<file path="src/hdl/dbba_pkg.sv">
// Shared types and constants for the disk block bitmap allocator.
`timescale 1ns / 1ps

package dbba_pkg;

  localparam int unsigned BLK_W       = 7;
  localparam int unsigned LEN_W       = 8;
  localparam int unsigned ROW_BITS    = 8;
  localparam int unsigned SUM_W       = 9;
  localparam int unsigned RUN_END_MAX = 383;  // one past highest start plus longest run
  localparam int unsigned HEAD_SPAN   = 128;  // block numbers a 7-bit field reaches
  localparam int unsigned PEND_ROWS   = HEAD_SPAN / ROW_BITS;
  localparam int unsigned IN_DATA_W   = 16;
  localparam int unsigned IN_USER_W   = 3;
  localparam int unsigned RES_W       = 18;
  localparam int unsigned OUT_DATA_W  = 24;

  typedef enum logic [1:0] {
    MODE_CONTIG  = 2'd0,
    MODE_INDEXED = 2'd1,
    MODE_LINKED  = 2'd2,
    MODE_CLEAR   = 2'd3
  } mode_t;

  typedef enum logic [1:0] {
    ST_OK    = 2'd0,
    ST_USED  = 2'd1,
    ST_RANGE = 2'd2,
    ST_MANY  = 2'd3
  } status_t;

  typedef enum logic [3:0] {
    S_IDLE,
    S_DECODE,
    S_CONT_RD,
    S_CONT_CHK,
    S_CONT_WRD,
    S_CONT_WR,
    S_HEAD_RD,
    S_HEAD_CHK,
    S_DATA_RD,
    S_DATA_CHK,
    S_FINISH,
    S_COMMIT_RD,
    S_COMMIT_WR,
    S_COMMIT_END,
    S_RESULT
  } state_t;

  typedef enum logic [2:0] {
    RES_CONT_RANGE,
    RES_CONT_USED,
    RES_CONT_OK,
    RES_REQ_FAIL,
    RES_REQ_OK
  } res_kind_t;

  typedef enum logic [1:0] {
    WSEL_CONT,
    WSEL_HEAD,
    WSEL_COMMIT
  } wsel_t;

  typedef struct packed {
    logic      load_item;
    logic      drop;
    logic      clear_map;
    logic      start_req;
    logic      fail;
    status_t   fail_code;
    logic      row_lo;
    logic      row_zero;
    logic      row_inc;
    logic      taken_clr;
    logic      taken_add;
    logic      addr_blk;
    logic      used_wr;
    wsel_t     used_wsel;
    logic      pend_wr;
    logic      res_load;
    res_kind_t res_kind;
    logic      out_push;
  } dbba_cmd_t;

  typedef struct packed {
    mode_t mode;
    logic  first;
    logic  last;
    logic  len_zero;
    logic  cont_oor;
    logic  head_oor;
    logic  in_request;
    logic  failed;
    logic  cnt_full;
    logic  row_at_hi;
    logic  row_at_end;
    logic  cont_hit;
    logic  used_bit;
    logic  pend_bit;
    logic  out_busy;
  } dbba_stat_t;

endpackage

</file>
<file path="src/hdl/dbba_ram.sv">
// Generic single-write, single-read RAM with registered read data.
`timescale 1ns / 1ps

module dbba_ram #(
  parameter int unsigned WIDTH = 8,
  parameter int unsigned DEPTH = 16
) (
  input  logic                                   clk,
  input  logic                                   we,
  input  logic [(DEPTH > 1 ? $clog2(DEPTH) : 1)-1:0] waddr,
  input  logic [WIDTH-1:0]                       wdata,
  input  logic [(DEPTH > 1 ? $clog2(DEPTH) : 1)-1:0] raddr,
  output logic [WIDTH-1:0]                       rdata
);

  logic [WIDTH-1:0] mem_r [DEPTH];

  always_ff @(posedge clk) begin
    if (we) begin
      mem_r[waddr] <= wdata;
    end
    rdata <= mem_r[raddr];
  end

endmodule

</file>
<file path="src/hdl/dbba_ctrl.sv">
// Controller state machine sequencing map checks, claims and commits.
`timescale 1ns / 1ps

module dbba_ctrl import dbba_pkg::*; (
  input  logic       clk,
  input  logic       rst_n,
  input  logic       in_tvalid,
  output logic       in_tready,
  input  dbba_stat_t st,
  output dbba_cmd_t  cmd
);

  state_t state_r, state_nxt;

  always_ff @(posedge clk) begin
    if (!rst_n) begin
      state_r <= S_IDLE;
    end else begin
      state_r <= state_nxt;
    end
  end

  always_comb begin
    cmd       = '0;
    state_nxt = state_r;
    in_tready = (state_r == S_IDLE);
    unique case (state_r)
      S_IDLE: begin
        if (in_tvalid) begin
          cmd.load_item = 1'b1;
          state_nxt     = S_DECODE;
        end
      end
      S_DECODE: begin
        unique case (st.mode) inside
          MODE_CLEAR: begin
            cmd.drop      = 1'b1;
            cmd.clear_map = 1'b1;
            state_nxt     = S_IDLE;
          end
          MODE_CONTIG: begin
            cmd.drop = 1'b1;
            if (st.cont_oor) begin
              cmd.res_load = 1'b1;
              cmd.res_kind = RES_CONT_RANGE;
              state_nxt    = S_RESULT;
            end else if (st.len_zero) begin
              cmd.res_load = 1'b1;
              cmd.res_kind = RES_CONT_OK;
              state_nxt    = S_RESULT;
            end else begin
              cmd.row_lo = 1'b1;
              state_nxt  = S_CONT_RD;
            end
          end
          MODE_INDEXED, MODE_LINKED: begin
            if (st.first) begin
              cmd.drop      = 1'b1;
              cmd.start_req = 1'b1;
              if (st.head_oor) begin
                cmd.fail      = 1'b1;
                cmd.fail_code = ST_RANGE;
                state_nxt     = st.last ? S_FINISH : S_IDLE;
              end else begin
                state_nxt = S_HEAD_RD;
              end
            end else if (!st.in_request) begin
              state_nxt = S_IDLE;
            end else if (st.failed) begin
              state_nxt = st.last ? S_FINISH : S_IDLE;
            end else if (st.mode == MODE_INDEXED && st.cnt_full) begin
              cmd.fail      = 1'b1;
              cmd.fail_code = ST_MANY;
              state_nxt     = st.last ? S_FINISH : S_IDLE;
            end else if (st.head_oor) begin
              cmd.fail      = 1'b1;
              cmd.fail_code = ST_RANGE;
              state_nxt     = st.last ? S_FINISH : S_IDLE;
            end else begin
              state_nxt = S_DATA_RD;
            end
          end
          default: state_nxt = S_IDLE;
        endcase
      end
      S_CONT_RD: begin
        state_nxt = S_CONT_CHK;
      end
      S_CONT_CHK: begin
        if (st.cont_hit) begin
          cmd.res_load = 1'b1;
          cmd.res_kind = RES_CONT_USED;
          state_nxt    = S_RESULT;
        end else if (st.row_at_hi) begin
          cmd.row_lo = 1'b1;
          state_nxt  = S_CONT_WRD;
        end else begin
          cmd.row_inc = 1'b1;
          state_nxt   = S_CONT_RD;
        end
      end
      S_CONT_WRD: begin
        state_nxt = S_CONT_WR;
      end
      S_CONT_WR: begin
        cmd.used_wr   = 1'b1;
        cmd.used_wsel = WSEL_CONT;
        if (st.row_at_hi) begin
          cmd.res_load = 1'b1;
          cmd.res_kind = RES_CONT_OK;
          state_nxt    = S_RESULT;
        end else begin
          cmd.row_inc = 1'b1;
          state_nxt   = S_CONT_WRD;
        end
      end
      S_HEAD_RD: begin
        cmd.addr_blk = 1'b1;
        state_nxt    = S_HEAD_CHK;
      end
      S_HEAD_CHK: begin
        cmd.addr_blk = 1'b1;
        if (st.used_bit) begin
          cmd.fail      = 1'b1;
          cmd.fail_code = ST_USED;
        end else begin
          cmd.used_wr   = 1'b1;
          cmd.used_wsel = WSEL_HEAD;
        end
        state_nxt = st.last ? S_FINISH : S_IDLE;
      end
      S_DATA_RD: begin
        cmd.addr_blk = 1'b1;
        state_nxt    = S_DATA_CHK;
      end
      S_DATA_CHK: begin
        cmd.addr_blk = 1'b1;
        if (st.used_bit || (st.mode == MODE_LINKED && st.pend_bit)) begin
          cmd.fail      = 1'b1;
          cmd.fail_code = ST_USED;
        end else begin
          cmd.pend_wr = 1'b1;
        end
        state_nxt = st.last ? S_FINISH : S_IDLE;
      end
      S_FINISH: begin
        if (st.failed) begin
          cmd.res_load = 1'b1;
          cmd.res_kind = RES_REQ_FAIL;
          cmd.drop     = 1'b1;
          state_nxt    = S_RESULT;
        end else begin
          cmd.row_zero  = 1'b1;
          cmd.taken_clr = 1'b1;
          state_nxt     = S_COMMIT_RD;
        end
      end
      S_COMMIT_RD: begin
        state_nxt = S_COMMIT_WR;
      end
      S_COMMIT_WR: begin
        cmd.used_wr   = 1'b1;
        cmd.used_wsel = WSEL_COMMIT;
        cmd.taken_add = 1'b1;
        if (st.row_at_end) begin
          state_nxt = S_COMMIT_END;
        end else begin
          cmd.row_inc = 1'b1;
          state_nxt   = S_COMMIT_RD;
        end
      end
      S_COMMIT_END: begin
        cmd.res_load = 1'b1;
        cmd.res_kind = RES_REQ_OK;
        cmd.drop     = 1'b1;
        state_nxt    = S_RESULT;
      end
      S_RESULT: begin
        if (!st.out_busy) begin
          cmd.out_push = 1'b1;
          state_nxt    = S_IDLE;
        end
      end
      default: state_nxt = S_IDLE;
    endcase
  end

endmodule

</file>
<file path="src/hdl/dbba_dp.sv">
// Datapath: item register, used and pending bitmaps, request state, result register.
`timescale 1ns / 1ps

module dbba_dp import dbba_pkg::*; #(
  parameter int unsigned NUM_BLOCKS        = 128,
  parameter int unsigned MAX_INDEX_ENTRIES = 32
) (
  input  logic                  clk,
  input  logic                  rst_n,
  input  logic [IN_DATA_W-1:0]  in_tdata,
  input  logic [IN_USER_W-1:0]  in_tuser,
  input  logic                  in_tlast,
  input  dbba_cmd_t             cmd,
  output dbba_stat_t            st,
  output logic                  out_tvalid,
  input  logic                  out_tready,
  output logic [OUT_DATA_W-1:0] out_tdata
);

  localparam int unsigned MAP_BLOCKS = NUM_BLOCKS < RUN_END_MAX ? NUM_BLOCKS : RUN_END_MAX;
  localparam int unsigned ROWS       = (MAP_BLOCKS + ROW_BITS - 1) / ROW_BITS;
  localparam int unsigned PROWS      = ROWS < PEND_ROWS ? ROWS : PEND_ROWS;
  localparam int unsigned RW         = ROWS > 1 ? $clog2(ROWS) : 1;
  localparam int unsigned PRW        = PROWS > 1 ? $clog2(PROWS) : 1;
  localparam int unsigned CNTW       = $clog2(MAX_INDEX_ENTRIES + 1);
  localparam int unsigned SUM_LIM    = NUM_BLOCKS < 511 ? NUM_BLOCKS : 511;
  localparam int unsigned HEAD_LIM   = NUM_BLOCKS < HEAD_SPAN ? NUM_BLOCKS : HEAD_SPAN;
  localparam logic [SUM_W-1:0] SUM_LIM_V  = SUM_LIM[SUM_W-1:0];
  localparam logic [BLK_W:0]   HEAD_LIM_V = HEAD_LIM[BLK_W:0];
  localparam logic [CNTW-1:0]  MAX_CNT    = CNTW'(MAX_INDEX_ENTRIES);
  localparam logic [RW-1:0]    END_ROW    = RW'(PROWS - 1);

  mode_t              mode_r;
  logic               first_r, last_r;
  logic [BLK_W-1:0]   blk_r;
  logic [LEN_W-1:0]   len_r;
  logic [RW-1:0]      row_r, row_nxt;
  logic [ROWS-1:0]    used_vld_r, used_vld_nxt;
  logic [PROWS-1:0]   pend_vld_r, pend_vld_nxt;
  logic               in_req_r, in_req_nxt;
  logic               failed_r, failed_nxt;
  status_t            code_r, code_nxt;
  logic [BLK_W-1:0]   held_r, held_nxt;
  logic [CNTW-1:0]    cnt_r, cnt_nxt;
  logic [LEN_W-1:0]   taken_r;
  logic [RES_W-1:0]   res_r, res_nxt;
  logic [RES_W-1:0]   out_data_r;
  logic               out_valid_r;

  logic [SUM_W-1:0]    lo9, sum9, hi9, lo_row9, hi_row9, base9, pos9;
  logic [RW-1:0]       blk_row, hi_row, addr;
  logic [PRW-1:0]      paddr;
  logic [ROW_BITS-1:0] mask, bit_oh, used_rdata, pend_rdata, used_eff, pend_eff;
  logic [ROW_BITS-1:0] used_wdata, pend_wdata;
  logic [3:0]          pend_cnt;

  always_comb begin
    lo9     = {2'b00, blk_r};
    sum9    = lo9 + {1'b0, len_r};
    hi9     = sum9 - SUM_W'(1);
    lo_row9 = lo9 >> 3;
    hi_row9 = hi9 >> 3;
    blk_row = lo_row9[RW-1:0];
    hi_row  = hi_row9[RW-1:0];
    base9   = '0;
    base9[RW+2:0] = {row_r, 3'b000};
    for (int i = 0; i < ROW_BITS; i++) begin
      pos9    = base9 + SUM_W'(i);
      mask[i] = (pos9 >= lo9) && (pos9 < sum9);
    end
  end

  assign addr     = cmd.addr_blk ? blk_row : row_r;
  assign paddr    = addr[PRW-1:0];
  assign bit_oh   = ROW_BITS'(1) << blk_r[2:0];
  assign used_eff = used_rdata & {ROW_BITS{used_vld_r[addr]}};
  assign pend_eff = pend_rdata & {ROW_BITS{pend_vld_r[paddr]}};

  always_comb begin
    case (cmd.used_wsel)
      WSEL_CONT:   used_wdata = used_eff | mask;
      WSEL_HEAD:   used_wdata = used_eff | bit_oh;
      WSEL_COMMIT: used_wdata = used_eff | pend_eff;
      default:     used_wdata = used_eff;
    endcase
  end

  assign pend_wdata = pend_eff | bit_oh;

  always_comb begin
    pend_cnt = '0;
    for (int i = 0; i < ROW_BITS; i++) begin
      pend_cnt = pend_cnt + 4'(pend_eff[i]);
    end
  end

  dbba_ram #(.WIDTH(ROW_BITS), .DEPTH(ROWS)) u_used_ram (
    .clk   (clk),
    .we    (cmd.used_wr),
    .waddr (addr),
    .wdata (used_wdata),
    .raddr (addr),
    .rdata (used_rdata)
  );

  dbba_ram #(.WIDTH(ROW_BITS), .DEPTH(PROWS)) u_pend_ram (
    .clk   (clk),
    .we    (cmd.pend_wr),
    .waddr (paddr),
    .wdata (pend_wdata),
    .raddr (paddr),
    .rdata (pend_rdata)
  );

  // request bookkeeping; a drop and a new head may land in the same cycle
  always_comb begin
    in_req_nxt   = in_req_r;
    failed_nxt   = failed_r;
    code_nxt     = code_r;
    held_nxt     = held_r;
    cnt_nxt      = cnt_r;
    pend_vld_nxt = pend_vld_r;
    used_vld_nxt = used_vld_r;
    if (cmd.drop) begin
      in_req_nxt   = 1'b0;
      failed_nxt   = 1'b0;
      code_nxt     = ST_OK;
      cnt_nxt      = '0;
      pend_vld_nxt = '0;
    end
    if (cmd.clear_map) begin
      used_vld_nxt = '0;
    end
    if (cmd.start_req) begin
      in_req_nxt = 1'b1;
      held_nxt   = blk_r;
    end
    if (cmd.fail && !failed_nxt) begin
      failed_nxt = 1'b1;
      code_nxt   = cmd.fail_code;
    end
    if (cmd.used_wr) begin
      used_vld_nxt[addr] = 1'b1;
    end
    if (cmd.pend_wr) begin
      pend_vld_nxt[paddr] = 1'b1;
      if (cnt_r < MAX_CNT) begin
        cnt_nxt = cnt_r + CNTW'(1);
      end
    end
  end

  always_comb begin
    row_nxt = row_r;
    if (cmd.row_lo) begin
      row_nxt = blk_row;
    end else if (cmd.row_zero) begin
      row_nxt = '0;
    end else if (cmd.row_inc) begin
      row_nxt = row_r + RW'(1);
    end
  end

  // result word: granted, status, head_block, blocks_taken from bit 0 up
  always_comb begin
    case (cmd.res_kind)
      RES_CONT_RANGE: res_nxt = {LEN_W'(0), blk_r, ST_RANGE, 1'b0};
      RES_CONT_USED:  res_nxt = {LEN_W'(0), blk_r, ST_USED, 1'b0};
      RES_CONT_OK:    res_nxt = {len_r, blk_r, ST_OK, 1'b1};
      RES_REQ_FAIL:   res_nxt = {LEN_W'(0), held_r, code_r, 1'b0};
      RES_REQ_OK:     res_nxt = {taken_r, held_r, ST_OK, 1'b1};
      default:        res_nxt = res_r;
    endcase
  end

  always_ff @(posedge clk) begin
    if (!rst_n) begin
      used_vld_r  <= '0;
      pend_vld_r  <= '0;
      in_req_r    <= 1'b0;
      failed_r    <= 1'b0;
      code_r      <= ST_OK;
      held_r      <= '0;
      cnt_r       <= '0;
      out_valid_r <= 1'b0;
    end else begin
      used_vld_r <= used_vld_nxt;
      pend_vld_r <= pend_vld_nxt;
      in_req_r   <= in_req_nxt;
      failed_r   <= failed_nxt;
      code_r     <= code_nxt;
      held_r     <= held_nxt;
      cnt_r      <= cnt_nxt;
      if (cmd.out_push) begin
        out_valid_r <= 1'b1;
      end else if (out_tready) begin
        out_valid_r <= 1'b0;
      end
    end
  end

  always_ff @(posedge clk) begin
    if (cmd.load_item) begin
      mode_r  <= mode_t'(in_tuser[1:0]);
      first_r <= in_tuser[2];
      last_r  <= in_tlast;
      blk_r   <= in_tdata[BLK_W-1:0];
      len_r   <= in_tdata[BLK_W +: LEN_W];
    end
    row_r <= row_nxt;
    if (cmd.taken_clr) begin
      taken_r <= '0;
    end else if (cmd.taken_add) begin
      taken_r <= taken_r + LEN_W'(pend_cnt);
    end
    if (cmd.res_load) begin
      res_r <= res_nxt;
    end
    if (cmd.out_push) begin
      out_data_r <= res_r;
    end
  end

  assign out_tvalid = out_valid_r;
  assign out_tdata  = {(OUT_DATA_W - RES_W)'(0), out_data_r};

  always_comb begin
    st            = '0;
    st.mode       = mode_r;
    st.first      = first_r;
    st.last       = last_r;
    st.len_zero   = (len_r == '0);
    st.cont_oor   = (sum9 > SUM_LIM_V);
    st.head_oor   = ({1'b0, blk_r} >= HEAD_LIM_V);
    st.in_request = in_req_r;
    st.failed     = failed_r;
    st.cnt_full   = (cnt_r >= MAX_CNT);
    st.row_at_hi  = (row_r == hi_row);
    st.row_at_end = (row_r == END_ROW);
    st.cont_hit   = |(used_eff & mask);
    st.used_bit   = |(used_eff & bit_oh);
    st.pend_bit   = |(pend_eff & bit_oh);
    st.out_busy   = out_valid_r && !out_tready;
  end

endmodule

</file>
<file path="src/hdl/disk_block_bitmap_allocator_unit.sv">
// Disk block bitmap allocator: top level joining controller and datapath.
//
// Usage: each input word is one allocation item. A contiguous item (start, length)
// is checked and claimed in one go; an indexed or linked request is a head word
// (first set) followed by data words; the head block is claimed when it is checked,
// the data blocks are committed all or nothing on the word with tlast. A clear word
// empties the whole map. At most one result word per item.
// Timing: the block takes one item at a time. A contiguous item makes two passes
// over the used-map RAM, one read then one write per bitmap row of 8 blocks in the run.
// A request that ends with a commit sweeps its min(ceil(NUM_BLOCKS/8), 16) pending
// rows, then answers.
// Reset: synchronous, active low; the map, the pending set and the open request
// are empty afterwards, with no clearing pass.
// Stall: results wait in an output register; a new item is still taken while one
// waits, and the block holds in its answer state only if a second result is
// ready before the first was taken.
`timescale 1ns / 1ps

module disk_block_bitmap_allocator_unit import dbba_pkg::*; #(
  parameter int unsigned NUM_BLOCKS        = 128,
  parameter int unsigned MAX_INDEX_ENTRIES = 32
) (
  input  logic                  clk,
  input  logic                  rst_n,
  input  logic                  in_tvalid,
  output logic                  in_tready,
  input  logic [IN_DATA_W-1:0]  in_tdata,   // block[6:0], length[14:7]
  input  logic [IN_USER_W-1:0]  in_tuser,   // mode[1:0], first[2]
  input  logic                  in_tlast,
  output logic                  out_tvalid,
  input  logic                  out_tready,
  output logic [OUT_DATA_W-1:0] out_tdata   // granted[0], status[2:1], head_block[9:3],
                                            // blocks_taken[17:10]
);

  dbba_cmd_t  cmd;
  dbba_stat_t st;

  dbba_ctrl u_ctrl (
    .clk       (clk),
    .rst_n     (rst_n),
    .in_tvalid (in_tvalid),
    .in_tready (in_tready),
    .st        (st),
    .cmd       (cmd)
  );

  dbba_dp #(
    .NUM_BLOCKS        (NUM_BLOCKS),
    .MAX_INDEX_ENTRIES (MAX_INDEX_ENTRIES)
  ) u_dp (
    .clk        (clk),
    .rst_n      (rst_n),
    .in_tdata   (in_tdata),
    .in_tuser   (in_tuser),
    .in_tlast   (in_tlast),
    .cmd        (cmd),
    .st         (st),
    .out_tvalid (out_tvalid),
    .out_tready (out_tready),
    .out_tdata  (out_tdata)
  );

endmodule
</file>
<file path="config.mk">
export PLATFORM = sky130hd
export DESIGN_NAME = disk_block_bitmap_allocator_unit
export DESIGN_NICKNAME = d
export VERILOG_FILES = /design/src/hdl/dbba_pkg.sv /design/src/hdl/dbba_ram.sv /design/src/hdl/dbba_ctrl.sv /design/src/hdl/dbba_dp.sv /design/src/hdl/disk_block_bitmap_allocator_unit.sv
export SDC_FILE = /design/constraint.sdc
export NUM_CORES = 1
export LEC_CHECK = 0
export BUFFER_PORTS_ARGS = -buffer_cell sky130_fd_sc_hd__buf_4
export CORE_AREA = 2 2 193 195
export CTS_CLUSTER_DIAMETER = 50
export DETAILED_ROUTE_END_ITERATION = 7
export DIE_AREA = 0 0 195 197
export GPL_TIMING_DRIVEN = 0
export PLACE_DENSITY_LB_ADDON = 0.08
export SYNTH_ARGS = -nofsm -noshare
export SYNTH_HDL_FRONTEND = slang
export SYNTH_HIERARCHICAL = 1
export SYNTH_SLANG_ARGS = --single-unit
</file>
<file path="constraint.sdc">
create_clock -name clk -period 10.6 [get_ports clk]
set_input_delay 0 -clock clk [delete_from_list [all_inputs] [get_ports clk]]
set_output_delay 0 -clock clk [all_outputs]
set_load 0.02 [all_outputs]
</file>
* Word level (Yosys, flattened, before mapping)
Memory sizes are Yosys's and may differ from the RTL's. A register that Yosys moved wholly into a read port is not among the register bits. Cells that the tools add are included.
Storage, ports and cells: register bits 121, memory bits (writable) 256, bits of input ports 24, output and inout bits 26, logic and storage cells 224, memories 2
Memory list:
- u_dp.u_pend_ram.mem_r | depth 16, width 8, read ports 1, clocked after memory_dff 1, wr ports 1, line dbba_ram.sv:16 | logic [WIDTH-1:0] mem_r [DEPTH];
- u_dp.u_used_ram.mem_r | depth 16, width 8, read ports 1, clocked after memory_dff 1, wr ports 1, line dbba_ram.sv:16
Cells by class: add/subtract/negate cells 19, order comparisons 21, equality and inequality tests 27, shift-type cells 1, mux-type cells 90, bitwise logic cells 11, reduce and logical (&&, ||, !) cells 35
Operators with widths (number):
- 18-bit case mux with 5 select lines | 1
- 4-bit two-way mux | 22
- 16-bit two-way mux | 4
- 9-bit by 7-bit greater-or-equal comparator with 1-bit output | 7
- 8-bit by 9-bit less-than comparator with 1-bit output | 7
- 4-bit case mux with 14 select lines | 1
- 8-bit bitwise AND | 5
- 1-bit two-way mux | 34
- 7-bit by 3-bit adder with 8-bit output, second input constant | 4
- 4-bit equality test, second input constant | 8
- 16-bit OR | 2
- 8-bit OR | 4
- 3-bit two-way mux | 10
- 4-bit by 1-bit adder with 4-bit output | 6
- 8-bit case mux with 3 select lines | 1
- 8-bit OR reduction | 3
- 4-bit case mux with 5 select lines | 1
- 6-bit two-way mux | 3
- 3-bit case mux with 3 select lines | 2
- 7-bit by 2-bit adder with 8-bit output, second input constant | 2
- 4-bit by 3-bit equality test with 1-bit output, second input constant | 4
- 1-bit logical AND | 13
- 7-bit by 8-bit adder with 9-bit output | 1
- 9-bit by 8-bit greater-than comparator with 1-bit output, second input constant | 1
- 40 further kinds | 58

* Depth between registers and ports, before layout
Gate-level depths: netlist of the first run.
depth after elaboration 15, gate-level depth with buffers 27, depth with buffers taken out 22

* Cells and area by module
The synthesis of the first run kept the hierarchy.
By module, submodules not included:
- dbba_ram | times used 2, cells each 229, area an instance 5147.4 µm²
- dbba_dp | times used 1, cells each 702, area an instance 6707.7 µm²
- dbba_ctrl | times used 1, cells each 128, area an instance 870.8 µm²

* Worst setup path after synthesis of the first run
OpenSTA, ideal clock, no wires.
kind register to register, start point register u_ctrl.state_r[3], end point register u_dp.taken_r[6], arrival time 5.699 ns, setup slack 4.777 ns, cell stages (with the launch flop) 26, path through dfxtp_1 -> buf_2 -> clkbuf_1 -> nand2b_1 -> mux2i_1 -> buf_6 -> mux2i_1 -> inv_1 -> clkbuf_1 -> nand4_1 -> nand4_1 -> a21oi_2 -> buf_2 -> and2_1 -> fa_1 -> inv_1 -> fa_1 -> inv_1 -> fa_1 -> fa_1 -> fa_1 -> a21o_1 -> a21o_1 -> nand4_1 -> xor2_1 -> nor2_1
RTL lines:
- start: declaration | line dbba_ctrl.sv:13 | state_t state_r, state_nxt;
- start signal: assignment | line dbba_ctrl.sv:19 | state_r <= state_nxt;
- end signal: assignment | line dbba_dp.sv:214 | taken_r <= taken_r + LEN_W'(pend_cnt);
- end: declaration | line dbba_dp.sv:45 | logic [LEN_W-1:0] taken_r;

==> impl_results.md, run 1 <==
- Status: complete, no violations
- First-pass GRT wire length: 62.87 mm
- Total CTS buffers: 46
- Post-detail-place hpwl: 27.12 mm
- Leakage dissipation: 7.180 nW
- Die area: 38420 sq um
- DR pass1 iterations: 7
- # rows: 70
- Syn_area_per_cell: 13.88 sq um
- Worst-path fanout max: 25
- RSZ-0062 raised after global routing: no
- Mapped Cells: 1288
- Cell with the most instances after synthesis: edfxtp_1
- Nets: 1474
- FF+latch count, synth: 393
- Post-CTS setup buffers: 0
- Tot GR Track Use: 0.2144
- Clk slew on worst S/H paths: 0.06 ns
- CTS tree: built
- RD Place Congestion: 0.8720
- Clock Tree Buf Depth: 3
- Highest Signal Layer: met4
- Drt drc: 0
- Detailed Route WL: 40.23 mm
- Power per cell area: 192.6 nW/um^2
- Ratio of cells with drive above 1 in the final layout: 0.1608
- Yosys warns: 6
- Setup crit end kind: register
- Synth top area cells: edfxtp_1, dfxtp_1, mux4_2
- Iteration-0 DRC Markers: 690
- Hold buffers post-CTS: 23
- Least-Margin Pin Slew: 1.398 ns
- Min cycle time layout: 6.992 ns
- WL per Instance: 21.05 um
- Buffers on Ports: 42
- Period Utilization, post-route: 0.6596
- Hold crit path type: in2reg
- I/O Pins: 50
- Largest net degree at the start of global routing: 31
- Vias per cell: 5.760
- Chip height: 197 um
- Sequential area share after synthesis: 0.6166
- Clock Skews: 0.01982 ns
- Initial Utilization: 0.4929
- Via count: 11007
- Met2 Wirelength: 19.63 mm
- Root Driver: clkbuf_16
- Synth Flop Type: edfxtp_1
- Finished Core Util: 0.5661
- H-Tree Depth: 2
- # resized after CTS: 0
- CORE AREA: 36260 sq um
- Setup_tns: 0 ns
- Vias in the first global route: 10934
- RR Startpoint: u_ctrl/state_r[3]
- Post-synth top area share: 0.5292
- Final Setup Violations: 0
- Crit path DAT: 7.44 ns
- Asr flop ratio synth: 0
- Antenna diode count: 0
- Hold_sp: in_tdata[2]
- Synth cell types: 79
- Die X: 195 um
- Worst Setup SP: u_ctrl/state_r[3]
- Met3 WL post-DR: 1.996 mm
- Mapped Area: 17870 sq um
- Antenna Violating Nets Remaining: 0
- Final Hold Violating Endpoints: 0
- Startpoint types: register
- Max-cap check violation count: 0
- M1 WL: 17.54 mm
- Slew margin rel.: 0.06084
- VDD IR max: 0.1394 mV
- Cells after DPL: 1807
- F_max: 0.1430 GHz
- Final cell count without fillers: 1911
- Final Max Slew Viols: 0
- Synth top cells by count: edfxtp_1, nor2_1, nand2_1
- Required time of the critical path: 11.05 ns
- Critical path class: reg2reg
- Yosys top cell by area: edfxtp_1
- Antenna violations before repair: 0
- Number of synthesized flops with an enable pin: 315
- Sink Count: 393
- Remaining global-route overflow: 0
- Worst-Skew Late Latency: 0.58 ns
- Area growth syn-to-layout: 14.85%
## final timing paths
kind,slack (ns),cells past startpoint,to
setup / recovery,3.61,25,u_dp/taken_r[4]
setup reg to reg,3.61,25,u_dp/taken_r[4]
hold reg to reg,0.42,0,u_dp/out_data_r[5]
hold / removal,0.15,2,u_dp/blk_r[2]
## state kept, by name (all words and copies together), names as in the netlist, 2 cells and up
register and cells:
u_dp/cnt_r 6, u_dp/u_used_ram/mem_r 128, u_ctrl/state_r 4, u_dp/u_pend_ram/rdata 8, u_dp/code_r 2, u_dp/res_r 18, u_dp/used_vld_r 16, u_dp/len_r 8
u_dp/out_data_r 18, u_dp/u_used_ram/rdata 8, u_dp/held_r 7, u_dp/blk_r 7, u_dp/pend_vld_r 16, u_dp/row_r 4, u_dp/u_pend_ram/mem_r 128, u_dp/mode_r 2
u_dp/taken_r 8
## logic make-up after synthesis
logic type               share of synthesized area
flip-flops                                  0.6166
AND/OR/NAND/NOR                             0.1033
AO/OA/AOI/OAI                              0.09283
buffers and inverters                      0.03829
multiplexers                                0.1105
adder cells (fa/ha/maj)                    0.03052
XOR/XNOR                                  0.007841
other                                    0.0002098
## placed cells by master, fill, tap and decap left out, drive strengths merged, types with 7 or more instances in the layout
| master | count |
|---|---|
| mux2i | 20 |
| and2 | 28 |
| nand4 | 12 |
| dlygate4sd3 | 23 |
| o21a | 7 |
| mux2 | 8 |
| nand3 | 27 |
| nand3b | 9 |
| clkbuf | 86 |
| inv | 60 |
| mux4 | 69 |
| xnor2 | 8 |
| o22ai | 17 |
| ha | 34 |
| a22oi | 43 |
| buf | 89 |
| nand2b | 14 |
| nor2b | 46 |
| dfxtp | 78 |
| a21oi | 59 |
| nor2 | 88 |
| conb | 7 |
| nand2 | 84 |
| a21o | 12 |
| clkinv | 13 |
| nor3 | 28 |
| a31oi | 10 |
| xor2 | 8 |
| o21ai | 34 |
| edfxtp | 315 |
## critical path, stage by stage, from the launching register on
cell and delay [ns]:
dfxtp_1 0.39, buf_2 0.23, clkbuf_1 0.34, nand2b_1 0.19, mux2i_1 0.09, buf_6 0.16
mux2i_1 0.13, inv_1 0.09, clkbuf_1 0.96, nand4_1 0.21, nand4_1 0.25, a21oi_2 0.15
buf_2 0.24, and2_1 0.20, fa_1 0.50, inv_1 0.05, fa_1 0.52, inv_1 0.05
fa_1 0.50, fa_1 0.48, fa_1 0.42, a21o_1 0.20, a21o_1 0.19, nand2_1 0.08
xor2_1 0.17, nor2_1 0.05
## report_power, final
group / switching, W / internal (W) / total (W) / leakage, nW
Combinational: 0.000413 / 0.000228 / 0.000641 / 2.99
Clock: 0.000611 / 0.000878 / 0.00149 / 0.705
Sequential: 0.0000382 / 0.00178 / 0.00182 / 3.49
Total: 0.00106 / 0.00289 / 0.00395 / 7.18
## routing by layer
| metal | up-vias | track usage |
|---|---|---|
| met3 | 67 | 0.03765 |
| met5 | - | 0 |
| met2 | 280 | 0.3569 |
| met4 | 0 | 0.07068 |
| met1 | 5482 | 0.2878 |
| li1 | 5178 | - |
## layout make-up
cell class / instances / area [sq um]
plain buffers: 74 / 470.5
flip-flops and latches: 393 / 11020
clock inverters: 19 / 167.7
multi-input cells: 770 / 6222
repair buffers: 68 / 565.5
clock buffers: 62 / 1282
inverters: 57 / 214.0
fillers: 2986 / 15730
well taps: 468 / 585.6
## metrics by stage
step | cell area [sq um] | worst slack (ns) | hold WS [ns] | power, W
floorplan | 17900 | 4.777 | 0.09887 | 0.002277
global placement | 18800 | 3.780 | 0.1779 | 0.002473
detailed placement | 18820 | 3.730 | 0.1793 | 0.002487
CTS | 20500 | 3.685 | 0.1234 | 0.003998
global route | 20530 | 3.153 | 0.1373 | 0.004122
finish | 20530 | 3.608 | 0.1518 | 0.003953
No activity file was read; power rests on OpenSTA's default activity.
==> inputs of run 2 (changes only) <==
--- a/config.mk
+++ b/config.mk
@@ -5,11 +5,12 @@
 export SDC_FILE = /design/constraint.sdc
 export NUM_CORES = 1
 export LEC_CHECK = 0
+export ABC_AREA = 1
 export BUFFER_PORTS_ARGS = -buffer_cell sky130_fd_sc_hd__buf_4
-export CORE_AREA = 2 2 193 195
+export CORE_AREA = 2 2 200 202
 export CTS_CLUSTER_DIAMETER = 50
 export DETAILED_ROUTE_END_ITERATION = 7
-export DIE_AREA = 0 0 195 197
+export DIE_AREA = 0 0 202 204
 export GPL_TIMING_DRIVEN = 0
 export PLACE_DENSITY_LB_ADDON = 0.08
 export SYNTH_ARGS = -nofsm -noshare
==> constraint.sdc (replaced) <==
create_clock -name clk -period 6.6 [get_ports clk]
set_input_delay 0 -clock clk [delete_from_list [all_inputs] [get_ports clk]]
set_output_delay 0 -clock clk [all_outputs]
set_load 0.02 [all_outputs]
==> run 2 against run 1 <==
Flip-flop and latch count unchanged. Final cell count increased by 49%. Sequential share of layout area decreased by 3.5 points. Area after synthesis increased by 7.7%. Core utilization decreased by 0.53 points. Via count increased by 33%. Power increased by 120%. Count of clock-buffer cells in the layout decreased by 2. Combinational power increased to 4.8 times the previous value. Design area increased by 7.1%. Critical endpoint is now u_dp/taken_r[6].
==> impl_results.md, run 2 <==
- Status: complete, no violations
- Root Driver: clkbuf_16
- Syn_area_per_cell: 8.862 sq um (-36%)
- Mapped Area: 19250 sq um (+7.7%)
- Drt drc: 0 (unchanged)
- Vias per cell: 5.132 (-11%)
- Final Max Slew Viols: 0 (unchanged)
- Setup crit end kind: register
- Via count: 14631 (+33%)
- Period Utilization, post-route: 0.9242 (+0.2645)
- Least-Margin Pin Slew: 0.9829 ns (-0.4151 ns)
- Worst-Skew Late Latency: 0.58 ns (about the same)
- Clk slew on worst S/H paths: 0.06 ns (about the same)
- Yosys top cell by area: edfxtp_1
- VDD IR max: 0.2239 mV (+61%)
- Initial Utilization: 0.4912 (-0.001691)
- Synth top cells by count: nand2_1, inv_1, edfxtp_1
- Worst R2R Path Depth: 25 (unchanged)
- Post-CTS setup buffers: 0 (unchanged)
- FF+latch count, synth: 393 (unchanged)
- Sequential cell area: 11020 sq um (unchanged)
- Total CTS buffers: 45 (-2.2%)
- Sequential area share after synthesis: 0.5725 (-0.04405)
- WL per Instance: 17.47 um (-17%)
- Worst Setup SP: u_ctrl/state_r[2]
- Sink Count: 393 (unchanged)
- Hold crit path type: in2reg
- Required time of the critical path: 7.04 ns (-4.01 ns)
- Setup_tns: 0 ns (unchanged)
- Vias in the first global route: 14000 (+28%)
- Synth top area cells: edfxtp_1, nand2_1, dfxtp_1
- Antenna violations before repair: 0 (unchanged)
- Largest net degree at the start of global routing: 20 (-35%)
- Post-synth top area share: 0.4914 (-0.03781)
- First-pass GRT wire length: 77.78 mm (+24%)
- Clock Tree Buf Depth: 3 (unchanged)
- Commonest non-fill, non-tap cell in the layout: nand2_1
- Power per cell area: 399.4 nW/um^2 (+110%)
- RD Place Congestion: 0.9161 (+5.1%)
- Final Hold Violating Endpoints: 0 (unchanged)
- Die X: 202 um (+3.6%)
- Mapped Cells: 2172 (+69%)
- Worst R2R End: u_dp/taken_r[6]
- Area growth syn-to-layout: 14.18%
- Commonest non-fill, non-tap cells in the layout: nand2_1, inv_1, edfxtp_1
- Slew margin rel.: 0.3443 (+0.2835)
- Number of synthesized flops with an enable pin: 315 (unchanged)
- Biggest regs: u_dp/u_pend_ram/mem_r x128, u_dp/u_used_ram/mem_r x128
- Min cycle time layout: 6.099 ns (-0.8925 ns)
- Final cell count without fillers: 2851 (+49%)
- Startpoint types: register
- RSZ-0062 raised after global routing: no
- Critical path class: reg2reg
- Antenna diode count: 0 (unchanged)
- Ratio of cells with drive above 1 in the final layout: 0.1023 (-0.05845)
- # rows: 73 (+4.3%)
- Antenna Violating Nets Remaining: 0 (unchanged)
- Synth cell types: 56 (-29%)
- Post-detail-place hpwl: 35.16 mm (+30%)
- Detailed Route WL: 49.80 mm (+24%)
- RR Startpoint: u_ctrl/state_r[2]
- Hold_sp: in_tdata[1]
- Worst-path fanout max: 13 (-48%)
- Crit path DAT: 6.54 ns (-0.90 ns)
- Cells after DPL: 2750 (+52%)
- Clock Skews: 0.02353 ns (+0.003704 ns)
- Tot GR Track Use: 0.2449 (+0.03051)
- Chip height: 204 um (+3.6%)
- Combined area of the multi-input logic cells: 6335 sq um (+1.8%)
- Final Setup Violations: 0 (unchanged)
- Synth Flop Type: edfxtp_1
- Fillers: 3542 (+19%)
- Nets: 2359 (+60%)
- I/O Pins: 50 (unchanged)
- Buffers on Ports: 42 (unchanged)
- Die area: 41210 sq um (+7.3%)
- Crit path capture: u_dp/taken_r[6]
- DR pass1 iterations: 5 (-2)
- Leakage dissipation: 9.607 nW (+34%)
- F_max: 0.1639 GHz (+15%)
- Iteration-0 DRC Markers: 1254 (+82%)
- Yosys warns: 6 (unchanged)
- R2R Setup Slk: 0.50 ns (-3.11 ns)
- CTS tree: built
- CORE AREA: 39180 sq um (+8.1%)
- Cell with the most instances after synthesis: nand2_1
- Max-cap check violation count: 0 (unchanged)
- Power, Total: 0.008778 W (+120%)
- Remaining global-route overflow: 0 (unchanged)
- Asr flop ratio synth: 0 (unchanged)
- H-Tree Depth: 2 (unchanged)
==> run 2: changes by cell type after synthesis, sizes merged, moves of 11 or more <==
cell	delta
o21ai	+33
a21o	-11
and2	-26
inv	+306
nand3	+215
mux4	-69
nor2	+55
buf	+28
nor2b	-46
nand2b	-14
mux2i	-20
a22oi	-43
nand2	+594
==> run 2: final cells by class <==
cell class	instances	share of cell area
Clock inverter	18	0.007572
Buffer	86	0.02596
Clock buffer	60	0.05670
Sequential cell	393	0.5015
Multi-Input combinational cell	1334	0.2882
Inverter	365	0.06245
Timing Repair Buffer	70	0.02773
Tap cell	525	0.02989
==> run 2: where the power goes <==
group          leakage, nW  internal [W]  switching (W)  total (W)
Sequential            3.49       0.00319      0.0000962    0.00329
Clock                0.694       0.00141       0.000981    0.00239
Combinational         5.42      0.000893        0.00221    0.00310
Total                 9.61       0.00549        0.00328    0.00878
==> run 2: repair_timing <==
action / in CTS / in global routing
hold buffers: 23 / 0
resized for setup: 0 / 0
hold endpoints to repair: 32 / 0
==> run 2: cells by family after synthesis <==
logic type	Yosys count	share of synthesized area
AND/OR/NAND/NOR	1114	0.2450
buffers and inverters	451	0.1009
flip-flops	393	0.5725
AO/OA/AOI/OAI	163	0.04732
adder cells (fa/ha/maj)	40	0.02834
XOR/XNOR	10	0.005655
other	1	0.0001948
==> run 2: through the flow <==
| step | instance area, sq um | setup slack (ns) | util | hold slack (ns) |
|---|---|---|---|---|
| 3_3_place_gp | 20240 | 0.4497 | 0.5166 | 0.1784 |
| 3_5_place_dp | 20330 | 0.5607 | 0.5189 | 0.1795 |
| 2_1_floorplan | 19270 | 1.594 | - | 0.09763 |
| 4_1_cts | 21970 | 0.5314 | 0.5608 | 0.1208 |
| 6_report | 21980 | 0.5006 | 0.5609 | 0.1478 |
| 5_1_grt | 21980 | 0.2240 | 0.5609 | 0.1392 |
==> run 2: critical path, cell delays in order, from the launching register on <==
cell	delay, ns
dfxtp_1	0.56
nor2_2	0.12
nand2_1	0.09
o21ai_2	0.08
buf_6	0.15
o21ai_2	0.71
inv_1	0.14
nor2_1	0.27
nand2_1	0.11
nand2_2	0.13
nor2_4	0.07
buf_6	0.13
nand2_1	0.08
inv_1	0.06
fa_1	0.50
inv_1	0.06
fa_1	0.53
inv_1	0.06
fa_1	0.51
fa_1	0.54
fa_1	0.45
a31oi_1	0.24
nor3_1	0.09
nand2_1	0.09
nand2_1	0.05
nor3b_1	0.13
==> run 2: worst min path at each step <==
| stage | endpoint | depth (start not counted) |
|---|---|---|
| 2_1_floorplan | u_ctrl/state_r[1] | 2 |
| 3_3_place_gp | u_dp/blk_r[0] | 1 |
| 3_5_place_dp | u_dp/blk_r[5] | 1 |
| 4_1_cts | u_dp/blk_r[1] | 2 |
| 5_1_grt | u_dp/blk_r[3] | 2 |
| 6_report | u_dp/blk_r[1] | 2 |
==> run 2: per-layer routing <==
metal | track usage | share of wire
met1 | 0.3432 | 0.45
met2 | 0.4048 | 0.46
met3 | 0.03029 | 0.063
met4 | 0.06513 | 0.020
met5 | 0 | 0
